File: config.mk
export PLATFORM = sky130hd
export DESIGN_NAME = radix_to_ascii_converter
export DESIGN_NICKNAME = d
export VERILOG_FILES = /design/src/rta_pkg.sv /design/src/rta_divider.sv /design/src/rta_digit_store.sv /design/src/radix_to_ascii_converter.sv
export SDC_FILE = /design/constraint.sdc
export NUM_CORES = 1
export LEC_CHECK = 0
export BUFFER_PORTS_ARGS = -buffer_cell sky130_fd_sc_hd__clkbuf_2
export CELL_PAD_IN_SITES_DETAIL_PLACEMENT = 0
export CELL_PAD_IN_SITES_GLOBAL_PLACEMENT = 1
export CORE_ASPECT_RATIO = 1.5
export CORE_UTILIZATION = 47
export CTS_BUF_LIST = sky130_fd_sc_hd__clkbuf_4 sky130_fd_sc_hd__clkbuf_8 sky130_fd_sc_hd__clkbuf_16
export DETAILED_ROUTE_END_ITERATION = 8
export GPL_TIMING_DRIVEN = 0
export PLACE_DENSITY_LB_ADDON = 0.1
export SYNTH_ARGS = -nofsm -noshare
export SYNTH_HDL_FRONTEND = slang
export SYNTH_SLANG_ARGS = --single-unit
File: constraint.sdc
create_clock -name clock -period 3.42 [get_ports clock]
set_input_delay 0.513 -clock clock [delete_from_list [all_inputs] [get_ports clock]]
set_output_delay 0.513 -clock clock [all_outputs]
set_load 0.1 [all_outputs]
File: src/rta_pkg.sv
// rta_pkg: shared widths, status struct and digit glyph helpers for the
// radix to ascii converter. No dependencies.
`default_nettype none

package rta_pkg;

   // field widths
   localparam int VALUE_W = 64;
   localparam int RADIX_W = 5;
   localparam int DIGIT_W = 4;
   localparam int CHAR_W  = 7;

   // division runs one quotient bit per cycle
   localparam int STEP_W = $clog2(VALUE_W);

   // radix limits
   localparam logic [RADIX_W-1:0] RADIX_MIN = RADIX_W'(2);
   localparam logic [RADIX_W-1:0] RADIX_MAX = RADIX_W'(16);

   // default digit store depth
   localparam int MAX_DIGITS_DEFAULT = 64;

   // digit glyph tables
   localparam logic [CHAR_W-1:0] UPPER_GLYPHS [16] = '{
      7'h30, 7'h31, 7'h32, 7'h33, 7'h34, 7'h35, 7'h36, 7'h37,
      7'h38, 7'h39, 7'h41, 7'h42, 7'h43, 7'h44, 7'h45, 7'h46
   };
   localparam logic [CHAR_W-1:0] LOWER_GLYPHS [16] = '{
      7'h30, 7'h31, 7'h32, 7'h33, 7'h34, 7'h35, 7'h36, 7'h37,
      7'h38, 7'h39, 7'h61, 7'h62, 7'h63, 7'h64, 7'h65, 7'h66
   };

   // divider status toward the sequencer
   typedef struct packed {
      logic               done;
      logic [DIGIT_W-1:0] remainder;
   } div_status_type;

   // clamp a raw radix into 2..16
   function automatic logic [RADIX_W-1:0] clamp_radix(input logic [RADIX_W-1:0] r);
      logic [RADIX_W-1:0] res;
      res = r;
      if (r < RADIX_MIN) begin
         res = RADIX_MIN;
      end else if (r > RADIX_MAX) begin
         res = RADIX_MAX;
      end
      return res;
   endfunction

   // digit value to ascii
   function automatic logic [CHAR_W-1:0] glyph(input logic [DIGIT_W-1:0] d,
                                                input logic up);
      return up ? UPPER_GLYPHS[d] : LOWER_GLYPHS[d];
   endfunction

endpackage

`default_nettype wire

File: src/rta_divider.sv
// rta_divider: bit-serial restoring division of a 64-bit word by a small radix.
// One quotient bit per cycle. Depends on rta_pkg.
`default_nettype none

module rta_divider (
   input  wire logic                           clock,
   input  wire logic                           reset,
   input  wire logic                           start,
   input  wire logic [rta_pkg::VALUE_W-1:0]    dividend,
   input  wire logic [rta_pkg::RADIX_W-1:0]    divisor,
   output rta_pkg::div_status_type             status,
   output logic      [rta_pkg::VALUE_W-1:0]    quotient
);
   import rta_pkg::*;

   logic [VALUE_W-1:0] q_ff;
   logic [DIGIT_W-1:0] rem_ff;
   logic [RADIX_W-1:0] div_ff;
   logic [STEP_W-1:0]  step_ff;
   logic               run_ff;
   logic               done_ff;

   logic [RADIX_W-1:0] rem_sh;
   logic [RADIX_W-1:0] rem_diff;
   logic               q_bit;
   logic [DIGIT_W-1:0] rem_in;

   // one restoring step: shift in the next dividend bit, subtract if it fits
   always_comb begin
      rem_sh   = {rem_ff, q_ff[VALUE_W-1]};
      rem_diff = rem_sh - div_ff;
      q_bit    = (rem_sh >= div_ff);
      rem_in   = q_bit ? rem_diff[DIGIT_W-1:0] : rem_sh[DIGIT_W-1:0];
   end

   // datapath registers
   always_ff @(posedge clock) begin
      if (start) begin
         q_ff   <= dividend;
         rem_ff <= '0;
         div_ff <= divisor;
      end else if (run_ff) begin
         q_ff   <= {q_ff[VALUE_W-2:0], q_bit};
         rem_ff <= rem_in;
      end
   end

   // step counter and done pulse
   always_ff @(posedge clock) begin
      if (reset) begin
         run_ff  <= 1'b0;
         done_ff <= 1'b0;
         step_ff <= '0;
      end else begin
         done_ff <= 1'b0;
         if (start) begin
            run_ff  <= 1'b1;
            step_ff <= '0;
         end else if (run_ff) begin
            step_ff <= step_ff + STEP_W'(1);
            if (step_ff == STEP_W'(VALUE_W - 1)) begin
               run_ff  <= 1'b0;
               done_ff <= 1'b1;
            end
         end
      end
   end

   assign status.done      = done_ff;
   assign status.remainder = rem_ff;
   assign quotient         = q_ff;

endmodule

`default_nettype wire

File: src/rta_digit_store.sv
// rta_digit_store: digit memory, one write port and one registered read port.
// Depends on rta_pkg.
`default_nettype none

module rta_digit_store #(
   parameter int DEPTH = rta_pkg::MAX_DIGITS_DEFAULT,
   parameter int IDX_W = 6
) (
   input  wire logic                          clock,
   input  wire logic                          wr_en,
   input  wire logic [IDX_W-1:0]              wr_addr,
   input  wire logic [rta_pkg::DIGIT_W-1:0]   wr_data,
   input  wire logic                          rd_en,
   input  wire logic [IDX_W-1:0]              rd_addr,
   output logic      [rta_pkg::DIGIT_W-1:0]   rd_data
);
   import rta_pkg::*;

   logic [DIGIT_W-1:0] mem [DEPTH];
   logic [DIGIT_W-1:0] rd_data_ff;

   // write port
   always_ff @(posedge clock) begin
      if (wr_en) begin
         mem[wr_addr] <= wr_data;
      end
   end

   // registered read port
   always_ff @(posedge clock) begin
      if (rd_en) begin
         rd_data_ff <= mem[rd_addr];
      end
   end

   assign rd_data = rd_data_ff;

endmodule

`default_nettype wire

File: src/radix_to_ascii_converter.sv
// radix_to_ascii_converter: top level, sequencer around the bit-serial divider
// and the digit store. Depends on rta_pkg, rta_divider, rta_digit_store.
//
// Converts one unsigned 64-bit word at a time into its ASCII digits in radix
// 2..16 (out-of-range radix clamped), most significant digit first, with
// rsp_last on the final digit; zero gives a single '0'. Each digit comes from
// a one-bit-per-cycle division by the radix and is then written to the
// store, and any further division starts as it is written; the digits are
// then read back from the store, each through a read state and then a show
// state that holds the digit while the output is stalled. A full-width
// decimal value has 20 digits, radix 2 up to 64. A new word is taken only
// once the last digit of the previous one has been delivered.
`default_nettype none

module radix_to_ascii_converter #(
   parameter int MAX_DIGITS = rta_pkg::MAX_DIGITS_DEFAULT
) (
   input  wire logic                          clock,
   input  wire logic                          reset,
   input  wire logic                          req_valid,
   output logic                               req_stall,
   input  wire logic [rta_pkg::VALUE_W-1:0]   req_value,
   input  wire logic [rta_pkg::RADIX_W-1:0]   req_radix,
   input  wire logic                          req_upper_case,
   output logic                               rsp_valid,
   input  wire logic                          rsp_stall,
   output logic      [rta_pkg::CHAR_W-1:0]    rsp_digit_char,
   output logic                               rsp_last
);
   import rta_pkg::*;

   localparam int CNT_W = $clog2(MAX_DIGITS + 1);
   localparam int IDX_W = (MAX_DIGITS > 1) ? $clog2(MAX_DIGITS) : 1;

   typedef enum logic [1:0] {
      S_IDLE,
      S_DIV,
      S_READ,
      S_SHOW
   } state_type;

   state_type          state_ff;
   logic [CNT_W-1:0]   cnt_ff;
   logic [IDX_W-1:0]   rd_idx_ff;
   logic [RADIX_W-1:0] radix_ff;
   logic               upper_ff;

   div_status_type     div_stat;
   logic [VALUE_W-1:0] quotient;
   logic [DIGIT_W-1:0] rd_data;

   logic               req_accept;
   logic               rsp_accept;
   logic [CNT_W-1:0]   cnt_next;
   logic               finish;
   logic               div_start;
   logic [VALUE_W-1:0] div_dividend;
   logic [RADIX_W-1:0] div_radix;
   logic               wr_en;
   logic               rd_en;

   // handshakes
   assign req_stall  = (state_ff != S_IDLE);
   assign req_accept = req_valid && !req_stall;
   assign rsp_valid  = (state_ff == S_SHOW);
   assign rsp_accept = rsp_valid && !rsp_stall;

   // digit loop control
   always_comb begin
      cnt_next     = cnt_ff + CNT_W'(1);
      finish       = (quotient == '0) || (cnt_next == CNT_W'(MAX_DIGITS));
      wr_en        = (state_ff == S_DIV) && div_stat.done;
      div_start    = req_accept || (wr_en && !finish);
      div_dividend = (state_ff == S_IDLE) ? req_value : quotient;
      div_radix    = (state_ff == S_IDLE) ? clamp_radix(req_radix) : radix_ff;
      rd_en        = (state_ff == S_READ);
   end

   // sequencer
   always_ff @(posedge clock) begin
      if (reset) begin
         state_ff  <= S_IDLE;
         cnt_ff    <= '0;
         rd_idx_ff <= '0;
         radix_ff  <= RADIX_MIN;
         upper_ff  <= 1'b0;
      end else begin
         unique case (state_ff)
            S_IDLE: begin
               if (req_accept) begin
                  state_ff <= S_DIV;
                  cnt_ff   <= '0;
                  radix_ff <= clamp_radix(req_radix);
                  upper_ff <= req_upper_case;
               end
            end
            S_DIV: begin
               if (div_stat.done) begin
                  cnt_ff <= cnt_next;
                  if (finish) begin
                     rd_idx_ff <= cnt_ff[IDX_W-1:0];
                     state_ff  <= S_READ;
                  end
               end
            end
            S_READ: begin
               state_ff <= S_SHOW;
            end
            S_SHOW: begin
               if (rsp_accept) begin
                  if (rd_idx_ff == '0) begin
                     state_ff <= S_IDLE;
                  end else begin
                     rd_idx_ff <= rd_idx_ff - IDX_W'(1);
                     state_ff  <= S_READ;
                  end
               end
            end
            default: begin
               state_ff <= S_IDLE;
            end
         endcase
      end
   end

   rta_divider u_divider (
      .clock    (clock),
      .reset    (reset),
      .start    (div_start),
      .dividend (div_dividend),
      .divisor  (div_radix),
      .status   (div_stat),
      .quotient (quotient)
   );

   rta_digit_store #(
      .DEPTH (MAX_DIGITS),
      .IDX_W (IDX_W)
   ) u_store (
      .clock   (clock),
      .wr_en   (wr_en),
      .wr_addr (cnt_ff[IDX_W-1:0]),
      .wr_data (div_stat.remainder),
      .rd_en   (rd_en),
      .rd_addr (rd_idx_ff),
      .rd_data (rd_data)
   );

   // output word
   assign rsp_digit_char = glyph(rd_data, upper_ff);
   assign rsp_last       = (rd_idx_ff == '0);

   // divider only finishes while the sequencer waits for it
   a_done_in_div: assert property (@(posedge clock) disable iff (reset)
      div_stat.done |-> (state_ff == S_DIV))
      else $error("divider finished outside the divide phase");

   // an accepted word starts a fresh digit count
   a_accept_clears: assert property (@(posedge clock) disable iff (reset)
      req_accept |=> (state_ff == S_DIV) && (cnt_ff == '0))
      else $error("accepted word did not start a new conversion");

   // the last digit frees the input side right away
   a_last_frees: assert property (@(posedge clock) disable iff (reset)
      (rsp_accept && rsp_last) |=> !req_stall)
      else $error("input still stalled after the last digit");

   // read index always points inside the digits produced
   a_idx_in_range: assert property (@(posedge clock) disable iff (reset)
      rsp_valid |-> (CNT_W'(rd_idx_ff) < cnt_ff))
      else $error("read index beyond stored digits");

endmodule

`default_nettype wire
==> results.yml <==
floorplan:
  dieArea_um2: 32800
  core_area_um2: 31700
  io-pin-count: 84
  dieWidth_um: 148
  fp-row-count: 80
  initial_core_util: 0.475
  die_y_um: 221
clock_network:
  htreeDepth: 2
  cts_buffers: 35
  clockRootBuffer: "clkbuf_16"
  hold_buffers: 0
  clock_path_buffers: 3
  cts_tree: "yes"
  clk_latency_ns: 0.52
  cts.sinks: 362
  postCtsSetupBuffers: 0
  path_clk_slew_ns: 0.06
  cts-resized-gates: 3
finish:
  fin_nets: 1127
  final_area_um2: 17200
  diodes: 0
  multi_input_comb_area_um2: 4240
  fillers: 2621
  final_core_utilization: 0.543
  syn2layout_area_growth_pct: 14.3
  drive_above_1_share: 0.281
  ff_latch_area_um2: 10500
  instances_no_fill: 1474
timing:
  finalCritPeriodShare: 0.964
  setup_tns_ns: 0
  post-route-min-period_ns: 3.30
  relSlewSlack: 0.385
  fin_skew_ns: 0.0121
  fmax_mhz: 303
  slew_viol_final: 0
  rsz0062_at_grt: "no"
  hold_violations: 0
  tightestPinTransition_ns: 0.923
  setup_violations: 0
grt:
  grt_max_degree: 65
  track_usage: 0.218
  grt_pass1_vias: 8793
  grt_first_pass_wirelength_um: 52300
  antenna_found_initial: 0
  overflow: 0
min_path:
  worstHoldPathType: "in -> reg"
  worstHoldPathCells: 3
  min_from: "req_radix[4]"
  hold-path-endpoint: "radix_ff[4]"
setup_path:
  crit_family: "buffers and inverters"
  r2r_slack_ns: 0.39
  crit_required_ns: 2.91
  rr_startpoint: "rd_idx_ff[1]"
  crit_fanout: 10
  slowest_stage: "clkbuf_2"
  cp_num_cells: 6
  end_kind: "output pin"
  worstRegToRegCells: 6
  critPathKind: "reg -> out"
  startpoint_type: "flop"
  path_cells: "clkbuf_2 > clkdlybuf4s15_2 > inv_1 > ha_1 > and3_1 > clkbuf_2"
  worst_path_largest_cell_delay_ns: 0.51
  crit_buf_inv: 4
  arrival_ns: 2.78
  reg2reg_to: "u_store.rd_data[1]"
  cpMostUsedCell: "clkbuf_2"
drt:
  drt_wl_total_um: 34200
  vias_per_cell: 5.61
  via_count: 8276
  drc: 0
  dr.pass1.iters: 5
  ant_nets: 0
  avgRoutedWirePerCell_um: 23.2
  drt-initial-drc-count: 426
placement:
  gp_congestion: 0.880
  placed_area_um2: 16100
  hpwl_um: 24000
  place_inst: 1416
  port_buffers: 83
synthesis:
  syn_avg_cell_area_um2: 16.4
  synthCells: 919
  synth_most_common_cell: "edfxtp_1"
  synth_commonest_cells: "329 x edfxtp_1, 93 x nor2_1, 64 x mux2_2, 64 x mux4_2, 42 x nand2_1"
  synth_ff_type: "edfxtp_1"
  synth_area_leaders: "edfxtp_1 66%, mux4_2 9.6%, mux2_2 4.8%"
  synth-seq-area-share: 0.699
  synth_area_um2: 15100
  syn_nets: 1005
  synth_top_cell_area_share: 0.655
  ys_warn_count: 0
  synth_edf_count: 329
  ys_ff_latch: 362
  async_flop_share: 0
  synth_cell_types: 52
  synth.largest_area_cell: "edfxtp_1"
flow_run:
  cap_viol_max_count: 0
power:
  ir_worst_vdd_mv: 0.469
  p_leak_uw: 0.00572
  power.density_nw_per_um2: 556
status:
  status: "finished, final reports clean"
-- through the flow --
stage | setup WS, ns | hold WS (ns) | total power (uW)
floorplan | 0.0161 | 0.435 | 5600
global placement | -1.07 | 0.443 | 5820
detailed placement | 0.0600 | 0.451 | 5850
CTS | 0.0678 | 0.208 | 9680
global route | 0.0294 | 0.230 | 9870
finish | 0.124 | 0.221 | 9580
-- cells by family after synthesis --
kind of cell,Yosys count,synth area share
flip-flops,362,0.699
AND/OR/NAND/NOR,214,0.0662
multiplexers,133,0.147
AO/OA/AOI/OAI,122,0.0530
buffers and inverters,69,0.0202
adder cells (fa/ha/maj),12,0.0105
XOR/XNOR,7,0.00407
-- power breakdown --
| part | internal [uW] | total, uW | switching [uW] |
|---|---|---|---|
| clock | 2250 | 3840 | 1590 |
| combinational | 219 | 511 | 292 |
| sequential | 5110 | 5230 | 121 |
-- how the worst max path moves through the flow --
stage                           start                endpoint  slack [ns]
2_1_floorplan      u_store.rd_data[1]       rsp_digit_char[0]        0.02
3_3_place_gp   u_divider.quotient[58]  u_divider.quotient[16]       -1.07
3_5_place_dp             rd_idx_ff[1]                rsp_last        0.06
4_1_cts                  rd_idx_ff[1]                rsp_last        0.07
5_1_grt                  rd_idx_ff[1]                rsp_last        0.03
6_report                 rd_idx_ff[1]                rsp_last        0.12
-- registers in the layout, summed over array words and instances, names as in the netlist --
name,flops
u_store.mem,256
state_ff,2
radix_ff,5
upper_ff,1
u_divider.run_ff,1
u_divider.div_ff,5
rd_idx_ff,6
u_store.rd_data,4
cnt_ff,7
u_divider.done_ff,1
u_divider.step_ff,6
u_divider.quotient,64
u_divider.rem_ff,4
-- layout by cell type, fill, tap and decap left out, drive strengths merged, types with 13 or more instances in the layout --
master,n
clkbuf,154
clkinv,13
edfxtp,329
a22oi,31
a21oi,35
inv,22
mux2,64
nor2,93
dfxtp,33
nand2,42
buf,20
mux4,64
nor4,18
o21ai,19
-- per-layer routing --
layer / GRT usage / share of wire / vias up / routed length (um)
met5: 0 / 0 / - / 0
met4: 0.0725 / 0.029 / 0 / 983
met3: 0.0369 / 0.045 / 48 / 1550
met2: 0.414 / 0.56 / 200 / 19300
met1: 0.242 / 0.36 / 4156 / 12400
li1: - / - / 3872 / -
-- worst reg2reg max path: cells and delay by family, from the launching register on --
family                 cells  cell delay (ns)
AOI/OAI and AO/OA          2             0.42
buffers and inverters      2             1.28
DFF                        1             0.36
muxes                      1             0.43
and+or+nand+nor            1             0.27
-- area by class of cell --
cell class | count | share of cell area
Sequential cell | 362 | 0.612
Inverter | 22 | 0.00479
Clock buffer | 43 | 0.0564
Buffer | 45 | 0.0128
Timing Repair Buffer | 87 | 0.0288
Clock inverter | 17 | 0.00937
Multi-Input combinational cell | 488 | 0.246
Tap cell | 410 | 0.0298
(Power assumes the default switching activity.)
